$ cat config.mk
export PLATFORM = sky130hd
export DESIGN_NAME = rpn_stack_calculator
export DESIGN_NICKNAME = d
export VERILOG_FILES = /design/src/hw/rtl/rpn_pkg.sv /design/src/hw/rtl/rpn_alu.sv /design/src/hw/rtl/rpn_stack_calculator.sv
export SDC_FILE = /design/constraint.sdc
export NUM_CORES = 1
export LEC_CHECK = 0
export ABC_CLOCK_PERIOD_IN_PS = 22900
export BUFFER_PORTS_ARGS = -buffer_cell sky130_fd_sc_hd__buf_2
export CAP_MARGIN = 20
export CORE_MARGIN = 4
export CORE_UTILIZATION = 55
export DETAILED_ROUTE_END_ITERATION = 8
export GPL_TIMING_DRIVEN = 0
export PLACE_DENSITY_LB_ADDON = 0.15
export SYNTH_ARGS = -nofsm -noshare
export SYNTH_HDL_FRONTEND = slang
export SYNTH_SLANG_ARGS = --single-unit
$ cat constraint.sdc
create_clock -name clk -period 22.9 [get_ports clk]
set_clock_uncertainty 0.1 [all_clocks]
set_input_delay 2.29 -clock clk [delete_from_list [all_inputs] [get_ports clk]]
set_output_delay 2.29 -clock clk [all_outputs]
set_load 0.005 [all_outputs]
$ cat src/hw/rtl/rpn_pkg.sv
// Shared types and constants of the RPN stack calculator.
// Used by rpn_alu, rpn_stack_calculator and rpn_checker; depends on nothing.
package rpn_pkg;

    localparam int WORD_W      = 32;
    localparam int FRAC_W      = 16;
    localparam int DEPTH_OUT_W = 5;
    localparam int ITER_STEPS  = 32;
    localparam int ITER_CNT_W  = $clog2(ITER_STEPS);

    localparam logic [WORD_W-1:0] S32_MAX = 32'h7FFF_FFFF;
    localparam logic [WORD_W-1:0] S32_MIN = 32'h8000_0000;

    // Operation codes of the token beat. Codes six and seven are invalid.
    localparam logic [2:0] OP_PUSH   = 3'd0;
    localparam logic [2:0] OP_ADD    = 3'd1;
    localparam logic [2:0] OP_SUB    = 3'd2;
    localparam logic [2:0] OP_MUL    = 3'd3;
    localparam logic [2:0] OP_DIV    = 3'd4;
    localparam logic [2:0] OP_FINISH = 3'd5;

    // Status codes of the result beat.
    localparam logic [2:0] ST_OK    = 3'd0;
    localparam logic [2:0] ST_UNDER = 3'd1;
    localparam logic [2:0] ST_FULL  = 3'd2;
    localparam logic [2:0] ST_BADOP = 3'd3;
    localparam logic [2:0] ST_DIVZ  = 3'd4;

    typedef struct packed {
        logic [2:0]               op;
        logic signed [WORD_W-1:0] operand;
    } token_t;

    typedef struct packed {
        logic [2:0]                status;
        logic signed [WORD_W-1:0]  value;
        logic [DEPTH_OUT_W-1:0]    depth_now;
    } result_t;

    typedef enum logic [1:0] {
        ALU_ADD,
        ALU_SUB,
        ALU_MUL,
        ALU_DIV
    } alu_op_t;

    typedef struct packed {
        logic              start;
        alu_op_t           kind;
        logic [WORD_W-1:0] left;
        logic [WORD_W-1:0] right;
    } alu_cmd_t;

    typedef struct packed {
        logic              done;
        logic [WORD_W-1:0] result;
    } alu_rsp_t;

    typedef enum logic [1:0] {
        S_IDLE,
        S_LOAD,
        S_EXEC,
        S_RESP
    } ctrl_state_t;

    typedef enum logic [2:0] {
        A_IDLE,
        A_ADD,
        A_SETUP,
        A_ITER,
        A_FIX
    } alu_state_t;

endpackage

$ cat src/hw/rtl/rpn_alu.sv
// Iterative Q16.16 arithmetic unit: add, subtract, shift-add multiply and
// restoring divide, all on one shared 34-bit adder. Depends on rpn_pkg.
module rpn_alu
    import rpn_pkg::*;
(
    input  logic     clk,
    input  logic     rst_n,
    input  alu_cmd_t cmd,
    output alu_rsp_t rsp
);

    alu_state_t state_reg, state_next;
    alu_op_t    kind_reg, kind_next;

    logic [WORD_W-1:0]     left_reg, left_next;
    logic [WORD_W-1:0]     right_reg, right_next;
    logic [WORD_W-1:0]     mag_a_reg, mag_a_next;
    logic [WORD_W-1:0]     mag_b_reg, mag_b_next;
    logic                  neg_reg, neg_next;
    logic                  sat_reg, sat_next;
    logic [WORD_W:0]       hi_reg, hi_next;
    logic [WORD_W-1:0]     lo_reg, lo_next;
    logic [ITER_CNT_W-1:0] cnt_reg, cnt_next;
    logic [WORD_W-1:0]     result_reg, result_next;
    logic                  done_reg, done_next;

    logic [WORD_W+1:0] add_a, add_b, add_sum;
    logic              add_sub;

    logic                  div_big;
    logic [WORD_W:0]       div_shift;
    logic                  div_ge;
    logic [WORD_W:0]       mul_sel;
    logic [2*WORD_W-1:0]   prod_mag, prod_s;
    logic [2*WORD_W-FRAC_W-1:0] prod_sh;

    // The one adder every operation shares.
    assign add_sum = add_a + (add_b ^ {(WORD_W+2){add_sub}}) + (WORD_W+2)'(add_sub);

    // When the quotient needs more than 32 bits it saturates without iterating.
    assign div_big   = {16'd0, mag_a_reg} >= {mag_b_reg, 16'd0};
    assign div_shift = {hi_reg[WORD_W-1:0], lo_reg[WORD_W-1]};
    assign div_ge    = !add_sum[WORD_W+1];
    assign mul_sel   = lo_reg[0] ? add_sum[WORD_W:0] : hi_reg;
    assign prod_mag  = {hi_reg[WORD_W-1:0], lo_reg};
    assign prod_s    = neg_reg ? (~prod_mag + 64'd1) : prod_mag;
    assign prod_sh   = prod_s[2*WORD_W-1:FRAC_W];

    always_comb
    begin
        add_a   = '0;
        add_b   = '0;
        add_sub = 1'b0;
        case (state_reg)
            A_ADD:
            begin
                add_a   = {{2{left_reg[WORD_W-1]}}, left_reg};
                add_b   = {{2{right_reg[WORD_W-1]}}, right_reg};
                add_sub = (kind_reg == ALU_SUB);
            end
            A_ITER:
            begin
                if (kind_reg == ALU_MUL)
                begin
                    add_a = {1'b0, hi_reg};
                    add_b = {2'b00, mag_a_reg};
                end
                else
                begin
                    add_a   = {1'b0, div_shift};
                    add_b   = {2'b00, mag_b_reg};
                    add_sub = 1'b1;
                end
            end
            default:
            begin
                add_a = '0;
            end
        endcase
    end

    always_comb
    begin
        state_next = state_reg;
        case (state_reg)
            A_IDLE:
            begin
                if (cmd.start)
                begin
                    state_next = ((cmd.kind == ALU_MUL) || (cmd.kind == ALU_DIV)) ?
                                 A_SETUP : A_ADD;
                end
            end
            A_ADD:
            begin
                state_next = A_IDLE;
            end
            A_SETUP:
            begin
                state_next = ((kind_reg == ALU_DIV) && div_big) ? A_FIX : A_ITER;
            end
            A_ITER:
            begin
                if (cnt_reg == ITER_CNT_W'(ITER_STEPS - 1))
                begin
                    state_next = A_FIX;
                end
            end
            A_FIX:
            begin
                state_next = A_IDLE;
            end
            default:
            begin
                state_next = A_IDLE;
            end
        endcase
    end

    always_comb
    begin
        kind_next   = kind_reg;
        left_next   = left_reg;
        right_next  = right_reg;
        mag_a_next  = mag_a_reg;
        mag_b_next  = mag_b_reg;
        neg_next    = neg_reg;
        sat_next    = sat_reg;
        hi_next     = hi_reg;
        lo_next     = lo_reg;
        cnt_next    = cnt_reg;
        result_next = result_reg;
        done_next   = 1'b0;
        case (state_reg)
            A_IDLE:
            begin
                if (cmd.start)
                begin
                    kind_next  = cmd.kind;
                    left_next  = cmd.left;
                    right_next = cmd.right;
                    mag_a_next = cmd.left[WORD_W-1] ? (~cmd.left + 32'd1) : cmd.left;
                    mag_b_next = cmd.right[WORD_W-1] ? (~cmd.right + 32'd1) : cmd.right;
                    neg_next   = cmd.left[WORD_W-1] ^ cmd.right[WORD_W-1];
                end
            end
            A_ADD:
            begin
                if (add_sum[WORD_W] != add_sum[WORD_W-1])
                begin
                    result_next = add_sum[WORD_W] ? S32_MIN : S32_MAX;
                end
                else
                begin
                    result_next = add_sum[WORD_W-1:0];
                end
                done_next = 1'b1;
            end
            A_SETUP:
            begin
                cnt_next = '0;
                sat_next = 1'b0;
                if (kind_reg == ALU_MUL)
                begin
                    hi_next = '0;
                    lo_next = mag_b_reg;
                end
                else if (div_big)
                begin
                    sat_next = 1'b1;
                end
                else
                begin
                    // Dividend is |left| << 16; its top 16 bits seed the remainder.
                    hi_next = {17'd0, mag_a_reg[WORD_W-1:FRAC_W]};
                    lo_next = {mag_a_reg[FRAC_W-1:0], 16'd0};
                end
            end
            A_ITER:
            begin
                cnt_next = cnt_reg + ITER_CNT_W'(1);
                if (kind_reg == ALU_MUL)
                begin
                    hi_next = {1'b0, mul_sel[WORD_W:1]};
                    lo_next = {mul_sel[0], lo_reg[WORD_W-1:1]};
                end
                else
                begin
                    hi_next = {1'b0, div_ge ? add_sum[WORD_W-1:0] : div_shift[WORD_W-1:0]};
                    lo_next = {lo_reg[WORD_W-2:0], div_ge};
                end
            end
            A_FIX:
            begin
                done_next = 1'b1;
                if (kind_reg == ALU_MUL)
                begin
                    // Arithmetic shift of the signed product floors toward minus infinity.
                    if (!prod_sh[47] && (|prod_sh[46:31]))
                    begin
                        result_next = S32_MAX;
                    end
                    else if (prod_sh[47] && !(&prod_sh[46:31]))
                    begin
                        result_next = S32_MIN;
                    end
                    else
                    begin
                        result_next = prod_sh[WORD_W-1:0];
                    end
                end
                else if (sat_reg)
                begin
                    result_next = neg_reg ? S32_MIN : S32_MAX;
                end
                else if (!neg_reg)
                begin
                    result_next = lo_reg[WORD_W-1] ? S32_MAX : lo_reg;
                end
                else
                begin
                    result_next = (lo_reg[WORD_W-1] && (|lo_reg[WORD_W-2:0])) ?
                                  S32_MIN : (~lo_reg + 32'd1);
                end
            end
            default:
            begin
                done_next = 1'b0;
            end
        endcase
    end

    always_ff @(posedge clk or negedge rst_n)
    begin
        if (!rst_n)
        begin
            state_reg <= A_IDLE;
            done_reg  <= 1'b0;
        end
        else
        begin
            state_reg <= state_next;
            done_reg  <= done_next;
        end
    end

    always_ff @(posedge clk)
    begin
        kind_reg   <= kind_next;
        left_reg   <= left_next;
        right_reg  <= right_next;
        mag_a_reg  <= mag_a_next;
        mag_b_reg  <= mag_b_next;
        neg_reg    <= neg_next;
        sat_reg    <= sat_next;
        hi_reg     <= hi_next;
        lo_reg     <= lo_next;
        cnt_reg    <= cnt_next;
        result_reg <= result_next;
    end

    assign rsp.done   = done_reg;
    assign rsp.result = result_reg;

endmodule

$ cat src/hw/rtl/rpn_stack_calculator.sv
// Top level of the RPN stack calculator: sequencer, operand stack and output register.
// Depends on rpn_pkg and rpn_alu.
//
// Evaluates reverse Polish expressions over signed Q16.16 values, one token beat at
// a time, with one result beat per token. The top of stack lives in a register and
// the rest in a single-port-write, registered-read memory of STACK_DEPTH-1 useful
// entries. Push, finish, invalid codes and stack errors go from acceptance straight to
// the response state, and a divide by zero is caught in the load state; add and
// subtract make one pass through rpn_alu, while multiply and divide run 32 iterations
// of its shared adder (a divide whose quotient saturates skips them). token_ready
// is low from acceptance until the result has moved into the output register, which
// holds it until it is taken. Errors leave the stack as it was.
module rpn_stack_calculator
    import rpn_pkg::*;
#(
    parameter int STACK_DEPTH = 16
)
(
    input  logic    clk,
    input  logic    rst_n,
    input  logic    token_valid,
    output logic    token_ready,
    input  token_t  token,
    output logic    result_valid,
    input  logic    result_ready,
    output result_t result
);

    localparam int DW = $clog2(STACK_DEPTH + 1);
    localparam int AW = $clog2(STACK_DEPTH);

    ctrl_state_t state_reg, state_next;

    logic [DW-1:0]     depth_reg, depth_next;
    logic [WORD_W-1:0] top_reg, top_next;
    alu_op_t           kind_reg, kind_next;
    result_t           res_reg, res_next;
    result_t           out_reg, out_next;
    logic              out_valid_reg, out_valid_next;
    logic [WORD_W-1:0] rd_data_reg;

    logic [WORD_W-1:0] stack_mem [STACK_DEPTH];
    logic              mem_we;
    logic [AW-1:0]     mem_waddr;
    logic [AW-1:0]     rd_addr;

    logic              accept;
    logic              out_load;
    logic [WORD_W-1:0] top_view;
    logic              full;
    alu_cmd_t          alu_cmd;
    alu_rsp_t          alu_rsp;

    assign accept    = token_valid && token_ready;
    assign out_load  = (state_reg == S_RESP) && (!out_valid_reg || result_ready);
    assign top_view  = (depth_reg == '0) ? '0 : top_reg;
    assign full      = (depth_reg == DW'(STACK_DEPTH));
    // The left operand sits just below the top-of-stack register.
    assign rd_addr   = AW'(depth_reg - DW'(2));
    assign mem_waddr = AW'(depth_reg - DW'(1));

    assign token_ready  = (state_reg == S_IDLE);
    assign result_valid = out_valid_reg;
    assign result       = out_reg;

    rpn_alu u_alu
    (
        .clk   (clk),
        .rst_n (rst_n),
        .cmd   (alu_cmd),
        .rsp   (alu_rsp)
    );

    always_comb
    begin
        state_next = state_reg;
        case (state_reg)
            S_IDLE:
            begin
                if (accept)
                begin
                    if ((token.op == OP_ADD || token.op == OP_SUB || token.op == OP_MUL ||
                         token.op == OP_DIV) && (depth_reg >= DW'(2)))
                    begin
                        state_next = S_LOAD;
                    end
                    else
                    begin
                        state_next = S_RESP;
                    end
                end
            end
            S_LOAD:
            begin
                state_next = ((kind_reg == ALU_DIV) && (top_reg == '0)) ? S_RESP : S_EXEC;
            end
            S_EXEC:
            begin
                if (alu_rsp.done)
                begin
                    state_next = S_RESP;
                end
            end
            S_RESP:
            begin
                if (out_load)
                begin
                    state_next = S_IDLE;
                end
            end
            default:
            begin
                state_next = S_IDLE;
            end
        endcase
    end

    always_comb
    begin
        depth_next     = depth_reg;
        top_next       = top_reg;
        kind_next      = kind_reg;
        res_next       = res_reg;
        out_next       = out_reg;
        out_valid_next = out_valid_reg;
        mem_we         = 1'b0;
        alu_cmd.start  = 1'b0;
        alu_cmd.kind   = kind_reg;
        alu_cmd.left   = rd_data_reg;
        alu_cmd.right  = top_reg;

        if (out_valid_reg && result_ready)
        begin
            out_valid_next = 1'b0;
        end

        case (state_reg)
            S_IDLE:
            begin
                if (accept)
                begin
                    res_next.status    = ST_OK;
                    res_next.value     = top_view;
                    res_next.depth_now = DEPTH_OUT_W'(depth_reg);
                    case (token.op)
                        OP_PUSH:
                        begin
                            if (full)
                            begin
                                res_next.status = ST_FULL;
                            end
                            else
                            begin
                                mem_we             = (depth_reg != '0);
                                top_next           = token.operand;
                                depth_next         = depth_reg + DW'(1);
                                res_next.value     = token.operand;
                                res_next.depth_now = DEPTH_OUT_W'(depth_reg + DW'(1));
                            end
                        end
                        OP_ADD, OP_SUB, OP_MUL, OP_DIV:
                        begin
                            if (depth_reg < DW'(2))
                            begin
                                res_next.status = ST_UNDER;
                            end
                            case (token.op)
                                OP_ADD:  kind_next = ALU_ADD;
                                OP_SUB:  kind_next = ALU_SUB;
                                OP_MUL:  kind_next = ALU_MUL;
                                default: kind_next = ALU_DIV;
                            endcase
                        end
                        OP_FINISH:
                        begin
                            if (depth_reg == '0)
                            begin
                                res_next.status = ST_UNDER;
                            end
                            else
                            begin
                                depth_next         = '0;
                                res_next.value     = top_reg;
                                res_next.depth_now = '0;
                            end
                        end
                        default:
                        begin
                            res_next.status = ST_BADOP;
                        end
                    endcase
                end
            end
            S_LOAD:
            begin
                if ((kind_reg == ALU_DIV) && (top_reg == '0))
                begin
                    res_next.status = ST_DIVZ;
                end
                else
                begin
                    alu_cmd.start = 1'b1;
                end
            end
            S_EXEC:
            begin
                if (alu_rsp.done)
                begin
                    top_next           = alu_rsp.result;
                    depth_next         = depth_reg - DW'(1);
                    res_next.status    = ST_OK;
                    res_next.value     = alu_rsp.result;
                    res_next.depth_now = DEPTH_OUT_W'(depth_reg - DW'(1));
                end
            end
            S_RESP:
            begin
                if (out_load)
                begin
                    out_next       = res_reg;
                    out_valid_next = 1'b1;
                end
            end
            default:
            begin
                mem_we = 1'b0;
            end
        endcase
    end

    always_ff @(posedge clk or negedge rst_n)
    begin
        if (!rst_n)
        begin
            state_reg     <= S_IDLE;
            depth_reg     <= '0;
            out_valid_reg <= 1'b0;
        end
        else
        begin
            state_reg     <= state_next;
            depth_reg     <= depth_next;
            out_valid_reg <= out_valid_next;
        end
    end

    always_ff @(posedge clk)
    begin
        top_reg  <= top_next;
        kind_reg <= kind_next;
        res_reg  <= res_next;
        out_reg  <= out_next;
    end

    // On a push the old top moves down into the memory.
    always_ff @(posedge clk)
    begin
        if (mem_we)
        begin
            stack_mem[mem_waddr] <= top_reg;
        end
        rd_data_reg <= stack_mem[rd_addr];
    end

endmodule

Word-level counts from Yosys, hierarchy flattened
Memories as Yosys holds them, arrays and structs flattened. A register that Yosys moved wholly into a read port is not among the register bits.
Index checks and enable logic that the tools add are counted.
{"block": "totals", "mem_bits_rw": 512, "word_cells": 201, "regBits": 360, "mem_count": 1, "output_inout_bits": 42}
{"block": "op_classes", "mux": 80, "n_lt_le_gt_ge": 3, "n_bitwise": 6, "eq_ne": 32, "n_reduce_logical": 43, "addsub": 10}
{"memory": "stack_mem", "depth": 16, "width": 32, "rd": 1, "rd_ports_with_merged_regs": 1, "write_ports": 1, "line": "rpn_stack_calculator.sv:42", "rtl": "logic [WORD_W-1:0] stack_mem [STACK_DEPTH];"}
{"operator": "$mux W32", "n": 20}
{"operator": "$pmux W32 S2", "n": 3}
{"operator": "$pmux W37 S2", "n": 2}
{"operator": "$pmux W34 S2", "n": 2}
{"operator": "$mux W33", "n": 4}
{"operator": "$add A32 B1 Y32 const B", "n": 3}
{"operator": "$not A32 Y32", "n": 3}
{"operator": "$mux W31", "n": 3}
{"operator": "$mux W40", "n": 2}
{"operator": "$mux W37", "n": 2}
{"operator": "$pmux W33 S2", "n": 1}
{"operator": "$add A64 B1 Y64 const B", "n": 1}
{"operator": "$mux W64", "n": 1}
{"operator": "$not A64 Y64", "n": 1}
{"operator": "$ge A32 B48 Y1", "n": 1}
{"operator": "$add A34 B1 Y34", "n": 1}
{"operator": "$add A34 B34 Y34", "n": 1}
{"operator": "$xor A34 B34 Y34", "n": 1}
{"operator": "$logic_not A32 Y1", "n": 1}
{"operator": "$reduce_or A31 Y1", "n": 1}
{"operator": "$pmux W5 S2", "n": 3}
{"operator": "$pmux W3 S3", "n": 3}
{"operator": "$mux W5", "n": 4}
{"operator": "$mux W1", "n": 17}
{"operator": "other kinds (40)", "n": 93}

Depth between registers and ports, before layout
Gate-level depths: netlist (run 1).
{"block": "logic_depth", "ltp_word": 10, "ltp_mapped": 27, "depth_no_buf": 22}

Modules after synthesis
A second synthesis (run 1) with hierarchy kept.
{"block": "unflattened", "cells_unflattened": 3253, "area_unflattened_um2": 43600.6}
{"module": "rpn_stack_calculator", "area_each_um2": 25464.4, "n_inst": 1, "cells_per_inst": 1217}
{"module": "rpn_alu", "area_each_um2": 18136.1, "n_inst": 1, "cells_per_inst": 2036}

Worst setup path before layout (run 1)
No wires, ideal clock.
{"block": "synth_timing", "path_type": "flip-flop to flip-flop", "startpoint": "register top_reg[1]", "endpoint": "register u_alu.state_reg[0]", "path_buffers": 0, "stages_incl_launch_ff": 12, "period_less_slack_ns": 15.183, "slack_ns": 7.717, "t_required_ns": 22.685, "arrival_time_ns": 14.968, "cell_sequence": "edfxtp_1 > inv_1 > ha_1 > nand3b_1 > or4_1 > or3_1 > or3_1 > or3_1 > or3_1 > and3b_1 > nor4bb_1 > a21o_1"}
{"block": "synth_via", "elab_chain_cells": 6}
{"item": "from (decl)", "line": "rpn_stack_calculator.sv:35", "rtl": "logic [WORD_W-1:0] top_reg, top_next;"}
{"item": "from (signal assigned)", "line": "rpn_stack_calculator.sv:249", "rtl": "top_reg <= top_next;"}
{"item": "$logic_not A32 Y1", "line": "rpn_stack_calculator.sv:196", "rtl": "if ((kind_reg == ALU_DIV) && (top_reg == '0))"}
{"item": "$logic_and A1 B1 Y1", "line": "rpn_stack_calculator.sv:196"}
{"item": "$mux W1", "line": "rpn_stack_calculator.sv:196"}
{"item": "$mux W1", "line": "rpn_stack_calculator.sv:137", "rtl": "case (state_reg)"}
{"item": "$ne A2 B2 Y1 (no line)"}
{"item": "$reduce_and A2 Y1 (no line)"}
{"item": "to (signal assigned)", "line": "rpn_alu.sv:242", "rtl": "state_reg <= state_next;"}
{"item": "to (decl)", "line": "rpn_alu.sv:12", "rtl": "alu_state_t state_reg, state_next;"}
Every way passes these cells.
A chain may end at the register's enable or synchronous reset.

Final worst setup path (run 1)
{"block": "layout_timing", "startpoint": "register u_alu.state_reg[1]", "endpoint": "register u_alu.result_reg[6] (data pin)"}
{"block": "layout_via", "elab_chain_cells": 8}
{"item": "$eq A3 B2 Y1 or $eq A3 B1 Y1 (tied branches)", "line": "rpn_alu.sv:54, rpn_alu.sv:134"}
{"item": "$pmux W34 S2 or $pmux W1 S2 (tied branches)", "line": "rpn_alu.sv:54", "rtl": "case (state_reg)"}
{"item": "$xor A34 B34 Y34", "line": "rpn_alu.sv:38", "rtl": "assign add_sum = add_a + (add_b ^ {(WORD_W+2){add_sub}}) + (WORD_W+2)'(add_sub);"}
{"item": "$add A34 B34 Y34", "line": "rpn_alu.sv:38"}
{"item": "$add A34 B1 Y34", "line": "rpn_alu.sv:38"}
{"item": "$mux W32 or $ne A1 B1 Y1 (tied branches)", "line": "rpn_alu.sv:151, rpn_alu.sv:149"}
{"item": "$mux W32", "line": "rpn_alu.sv:149", "rtl": "if (add_sum[WORD_W] != add_sum[WORD_W-1])"}
{"item": "$pmux W32 S2 *", "line": "rpn_alu.sv:134", "rtl": "case (state_reg)"}
{"item": "via u_alu.result_next[6]", "line": "rpn_alu.sv:24", "rtl": "logic [WORD_W-1:0] result_reg, result_next;"}
{"item": "to (signal assigned)", "line": "rpn_alu.sv:259", "rtl": "result_reg <= result_next;"}
{"item": "to (decl)", "line": "rpn_alu.sv:24"}
Mark *: on every way through the listed nets, which the timed path passes. The rest lies on a longest branch.

==> results of run 1 <==
## cell usage after synthesis (all sizes together), types with 17 or more instances
cell type	instances
edfxtp	857
nand2	322
nor2	213
mux4	176
clkbuf	175
a21oi	159
xnor2	138
o21ai	123
inv	85
ha	68
a311oi	56
nand2b	46
mux2i	42
xor2	39
nor3	36
a22oi	35
buf	35
a211oi	34
dfxtp	32
a21o	31
or3	31
a221oi	30
o31ai	26
a31oi	24
nor4	24
a21boi	18
and2	18
nand3	18
or2	18
nor2b	17
## worst min-delay path by stage
| stage | start | to | cells after the start |
|---|---|---|---|
| after floorplan | res_reg[0] | result[0] | 0 |
| after global placement | res_reg[29] | result[29] | 0 |
| after detailed placement | res_reg[22] | result[22] | 0 |
| after CTS | res_reg[36] | result[36] | 0 |
| after global routing | res_reg[36] | result[36] | 0 |
| final | res_reg[36] | result[36] | 0 |
## through the flow
| step | cell area, um^2 | hold slack, ns | instances | worst slack, ns | util, % |
|---|---|---|---|---|---|
| 2_1_floorplan | 43000 | 0.300 | 3126 | 7.72 | - |
| 3_3_place_gp | 44700 | 0.302 | 4246 | 2.41 | 57.7 |
| 3_5_place_dp | 45500 | 0.305 | 4282 | 12.84 | 58.7 |
| 4_1_cts | 48400 | 0.301 | 4449 | 12.82 | 62.5 |
| 5_1_grt | 48600 | 0.311 | 4459 | 12.50 | 62.7 |
| 6_report | 48600 | 0.309 | 4459 | 12.75 | 62.7 |
## cell type report
cell class                 count  area (um^2)  share of cell area (%)
sequential                   901        26700                    54.9
tap                         1040         1300                    2.68
inverter                      86          323                   0.664
clock inverter                46          504                    1.04
multi-input combinational   1929        15300                    31.5
timing repair buffer         126         1220                    2.52
clock buffer                 121         2420                    4.97
buffer                       210          838                    1.73
## layout by cell type, fill, tap and decap left out, drive strengths merged, types with 15 or more instances in the layout
master  count
a211oi     34
a21boi     18
a21o       31
a21oi     159
a221oi     30
a22oi      35
a311oi     56
a31oi      24
and2       18
buf       161
clkbuf    296
clkinv     33
dfxtp      32
edfxtp    857
ha         68
inv        89
mux2i      42
mux4      176
nand2     322
nand2b     46
nand3      18
nand4      16
nor2      213
nor2b      17
nor3       36
nor4       24
o21ai     123
o31ai      26
or2        18
or3        31
or4        15
xnor2     138
xor2       39
## metal layers
metal | up-vias | global-route usage (%) | share of wire (%)
li1 | 12500 | - | -
met1 | 14800 | 45.1 | 37
met2 | 1786 | 55.8 | 48
met3 | 368 | 4.89 | 8.0
met4 | 4 | 19.3 | 6.7
met5 | - | 0 | 0.018
## kinds of logic after synthesis
logic type,after synthesis,synth area share (%)
xor+xnor,178,3.66
simple gates,806,8.73
flops,901,62.1
mux,225,10.4
buf+inv,296,2.70
compound gates,650,10.4
fa+ha+maj,70,2.05
==> results.toml, run 1 <==
[clock_tree]
cts_setup_buffers = 0
root_buffer = "clkbuf_16"
cts_max_level = 3
cts_resized = 0
clock-sinks = 901
cts.clk_slew.worst_paths_ns = 0.06
cts_inserted_buffers = 89
ctsLongestPathBuffers = 3
cts_tree = "built"
clk_latency_ns = 0.69
holdBufCountCts = 0

[timing]
fmax_ghz = 0.0985
slew_headroom_pct = 18.9
setup_viol = 0
fin_tns_setup_ns = 0
tightest_slew_ns = 1.21
drv_slew = 0
hold_violations = 0
rsz0062_at_grt = "no"
fin_crit_ns = 10.15
fin_crit_sh_pct = 44.3

[setup_path]
cp-start-kind = "flip-flop"
reg2reg_from = "u_alu.state_reg[1]"
slowest_stage = "nor2b_1"
critical_path_cell_count = 24
crit_family = "compound AO/OA/AOI/OAI gates"
critPathMaxStageDelay_ns = 0.98
r2r_slack_ns = 12.75
cp.required_ns = 23.13
ff2ff_path_depth = 24
crit_chain = "clkbuf_1 -> nor2b_1 -> and2_1 -> clkbuf_1 -> clkbuf_1 -> a21boi_0 -> a311oi_1 -> ha_1 -> nand2_1 -> or4b_2 -> a2111oi_2 -> o21ai_0 -> a21oi_1 -> a31o_2 -> a31oi_1 -> xnor2_1 -> inv_1 -> ha_1 -> buf_1 -> nor2b_1 -> mux2_2 -> nor2_1 -> clkbuf_1 -> a221oi_1"
r2r_end = "u_alu.result_reg[6]"
critPathCaptureType = "flip-flop"
cp_data_arrival_time_ns = 10.38
cpMostUsedCell = "clkbuf_1"
crit_end = "u_alu.result_reg[6]"
startpoint = "u_alu.state_reg[1]"
path_class = "reg2reg"
cp_num_buf_inv = 6
cp_max_fo = 11

[place]
place_hpwl_um = 103000
io_buffers = 80
gp_congestion = 1.04

[synthesis]
syn-cell-area_um2 = 43000
synth_area_leaders = "edfxtp_1 60%, mux4_2 9.2%, nand2_1 2.8%, xnor2_1 2.8%, ha_1 2.0%"
synth_top_area_cell = "edfxtp_1"
synth_ff_type = "edfxtp_1"
ys_ff_latch = 901
synth-edff-count = 857
synth_top_area_share_pct = 59.9
synth_nets = 3234
yosysSeqAreaShare_pct = 62.1
ys_warn_count = 0
async_flop_share_pct = 1.33
synthCells = 3126
synth_cell_types = 89
avgSynthCellArea_um2 = 13.7

[floorplan]
die_x_um = 288
core_area_um2 = 77500
die-area_um2 = 82700
rows = 102
initial_core_util_pct = 55.5
ios = 81
die_y_um = 288

[final_layout]
drive_gt1_share_pct = 15.2
nets = 3451
largest_register_ffs = 512
syn2layout_area_growth_pct = 13.1
fillers = 5731
antenna_cells = 0

[grt]
grt_pass1_vias = 28800
grt_pass1_wl_um = 204000
grtUsageTotal_pct = 34.4
grt_max_degree = 41
gr-total-overflow = 0
antenna_found_initial = 9

[routing]
num_vias = 29400
avgRoutedWirePerCell_um = 32.1
wl_um = 143000
drcViolationCount = 0
initialDrtViolationCount = 3893
ant_nets = 0
first_pass_iters = 5
vias_per_cell = 6.60

[status]
status = "finished, final reports clean"

[job]
maxCapViolCount = 0

[worst_hold_path]
hold_path_class = "reg2reg"
Power of run 1 is not shown: default switching activity piles up to over one toggle a cycle in this logic, so the estimate is an artifact.
==> run 2: changes to the inputs <==
- ABC_CLOCK_PERIOD_IN_PS: 22900 -> 8920
- clock period: 22.9 -> 8.92 ns (I/O delays scaled with it)
==> results.toml, run 2 (synthesis gave the netlist of run 1 again) <==
[final_layout]
postLayoutCoreUtil_pct = 63.3
drive_gt1_share_pct = 15.7
syn2layout_area_growth_pct = 14.0
fillers = 5702
final_cell_mix = "857 x edfxtp_1, 322 x nand2_1, 196 x nor2_1"
mostFrequentLayoutCell = "edfxtp_1"
largest_register_ffs = 512
nets = 3457
fin_cells = 4472

[clock_tree]
cts_tree = "built"
clock-sinks = 901
holdBufCountCts = 0
cts_max_level = 3
ctsLongestPathBuffers = 3
cts_inserted_buffers = 91
clk_latency_ns = 0.67
cts.clk_slew.worst_paths_ns = 0.06
root_buffer = "clkbuf_16"

[grt]
antenna_found_initial = 9
grtUsageTotal_pct = 34.3
grt_max_degree = 41
grt_pass1_wl_um = 203000
grt_pass1_vias = 28900
gr-total-overflow = 0

[timing]
hold_violations = 0
setup_viol = 0
drv_slew = 0
slew_headroom_pct = 19.8
fin_crit_sh_pct = 97.5
whs_ns = 0.0323
tightest_slew_ns = 1.19
rsz0062_at_grt = "no"
fin_crit_ns = 8.70
fmax_ghz = 0.115

[place]
dp_cells = 4280
io_buffers = 80
gp_congestion = 1.07
place_hpwl_um = 103000

[setup_path]
cpMostUsedCell = "clkbuf_1"
path_class = "reg2reg"
critPathCaptureType = "flip-flop"
cp_num_buf_inv = 6
cp-start-kind = "flip-flop"
crit_family = "compound AO/OA/AOI/OAI gates"
crit_chain = "clkbuf_1 -> nor2b_2 -> and2_1 -> clkbuf_1 -> clkbuf_1 -> a21boi_0 -> a311oi_1 -> ha_1 -> nand2_1 -> or4b_2 -> a2111oi_2 -> o21ai_0 -> a21oi_2 -> a31o_2 -> a31oi_1 -> xnor2_2 -> inv_1 -> ha_1 -> buf_1 -> nor2b_1 -> mux2_2 -> nor2_1 -> clkbuf_2 -> a221oi_1"
cp_data_arrival_time_ns = 8.97
cp_max_fo = 11
critPathMaxStageDelay_ns = 0.72
cp.required_ns = 9.20
slowest_stage = "or4b_2"

[routing]
avgRoutedWirePerCell_um = 31.9
ant_nets = 0
initialDrtViolationCount = 3798
num_vias = 29500
drcViolationCount = 0
wl_um = 143000
vias_per_cell = 6.61
first_pass_iters = 7

[floorplan]
die_x_um = 288
core_area_um2 = 77500
die_y_um = 288
ios = 81
initial_core_util_pct = 55.5
die-area_um2 = 82700
rows = 102

[worst_hold_path]
hold_path_class = "in2async"

[job]
maxCapViolCount = 0

[status]
status = "finished, final reports clean"
==> run 2: cell types whose count changed in the layout (fill, tap and decap cells not counted), sizes merged <==
| cell | before | now |
|---|---|---|
| clkbuf | 296 | 287 |
| bufinv | 5 | 13 |
| diode | 0 | 6 |
| clkinv | 33 | 37 |
| buf | 161 | 164 |
| clkinvlp | 5 | 8 |
| inv | 89 | 87 |
==> run 2: stage by stage <==
step                      cell area [um^2]  TNS [ns]  setup slack (ns)
after floorplan                      43000         0              2.07
after global placement               44700    -98.16             -1.43
after detailed placement             45500     -6.65            -0.468
after CTS                            48600         0            0.0542
after global routing                 49000         0           0.00661
final                                49000         0             0.223
==> run 2: what timing repair did <==
action / in CTS / in global routing
gates resized for setup: 3 / 6
endpoints found under the setup margin: 21 / 24
setup buffers: 0 / 0
==> run 2: metal layers <==
metal,part of all wire [%],track usage [%]
met5,0.052,0
met1,37,44.2
met4,6.0,18.1
met2,49,56.2
met3,8.2,6.02
==> run 2: final cells by class <==
cell class | instances | area [um^2] | area share (%)
repair buffers | 130 | 1380 | 2.81
multi-input cells | 1929 | 15300 | 31.3
flip-flops and latches | 901 | 26700 | 54.4
inverters | 86 | 323 | 0.659
clock buffers | 111 | 2360 | 4.82
clock inverters | 59 | 774 | 1.58
plain buffers | 210 | 843 | 1.72
diodes | 6 | 15.0 | 0.0306
well taps | 1040 | 1300 | 2.66
==> run 2: final timing paths <==
check | start | to | slack (ns) | depth (start not counted)
setup / recovery | u_alu.state_reg[1] | u_alu.result_reg[28] | 0.22 | 24
hold / removal | rst_n | depth_reg[0] | 0.03 | 1
setup reg to reg | u_alu.state_reg[1] | u_alu.result_reg[28] | 0.22 | 24
hold reg to reg | res_reg[9] | result[9] | 0.30 | 0
max in group asynchronous | rst_n | depth_reg[3] | 8.42 | 1
min in group clk | res_reg[9] | result[9] | 0.30 | 0
Power of run 2 is left out for the same reason.
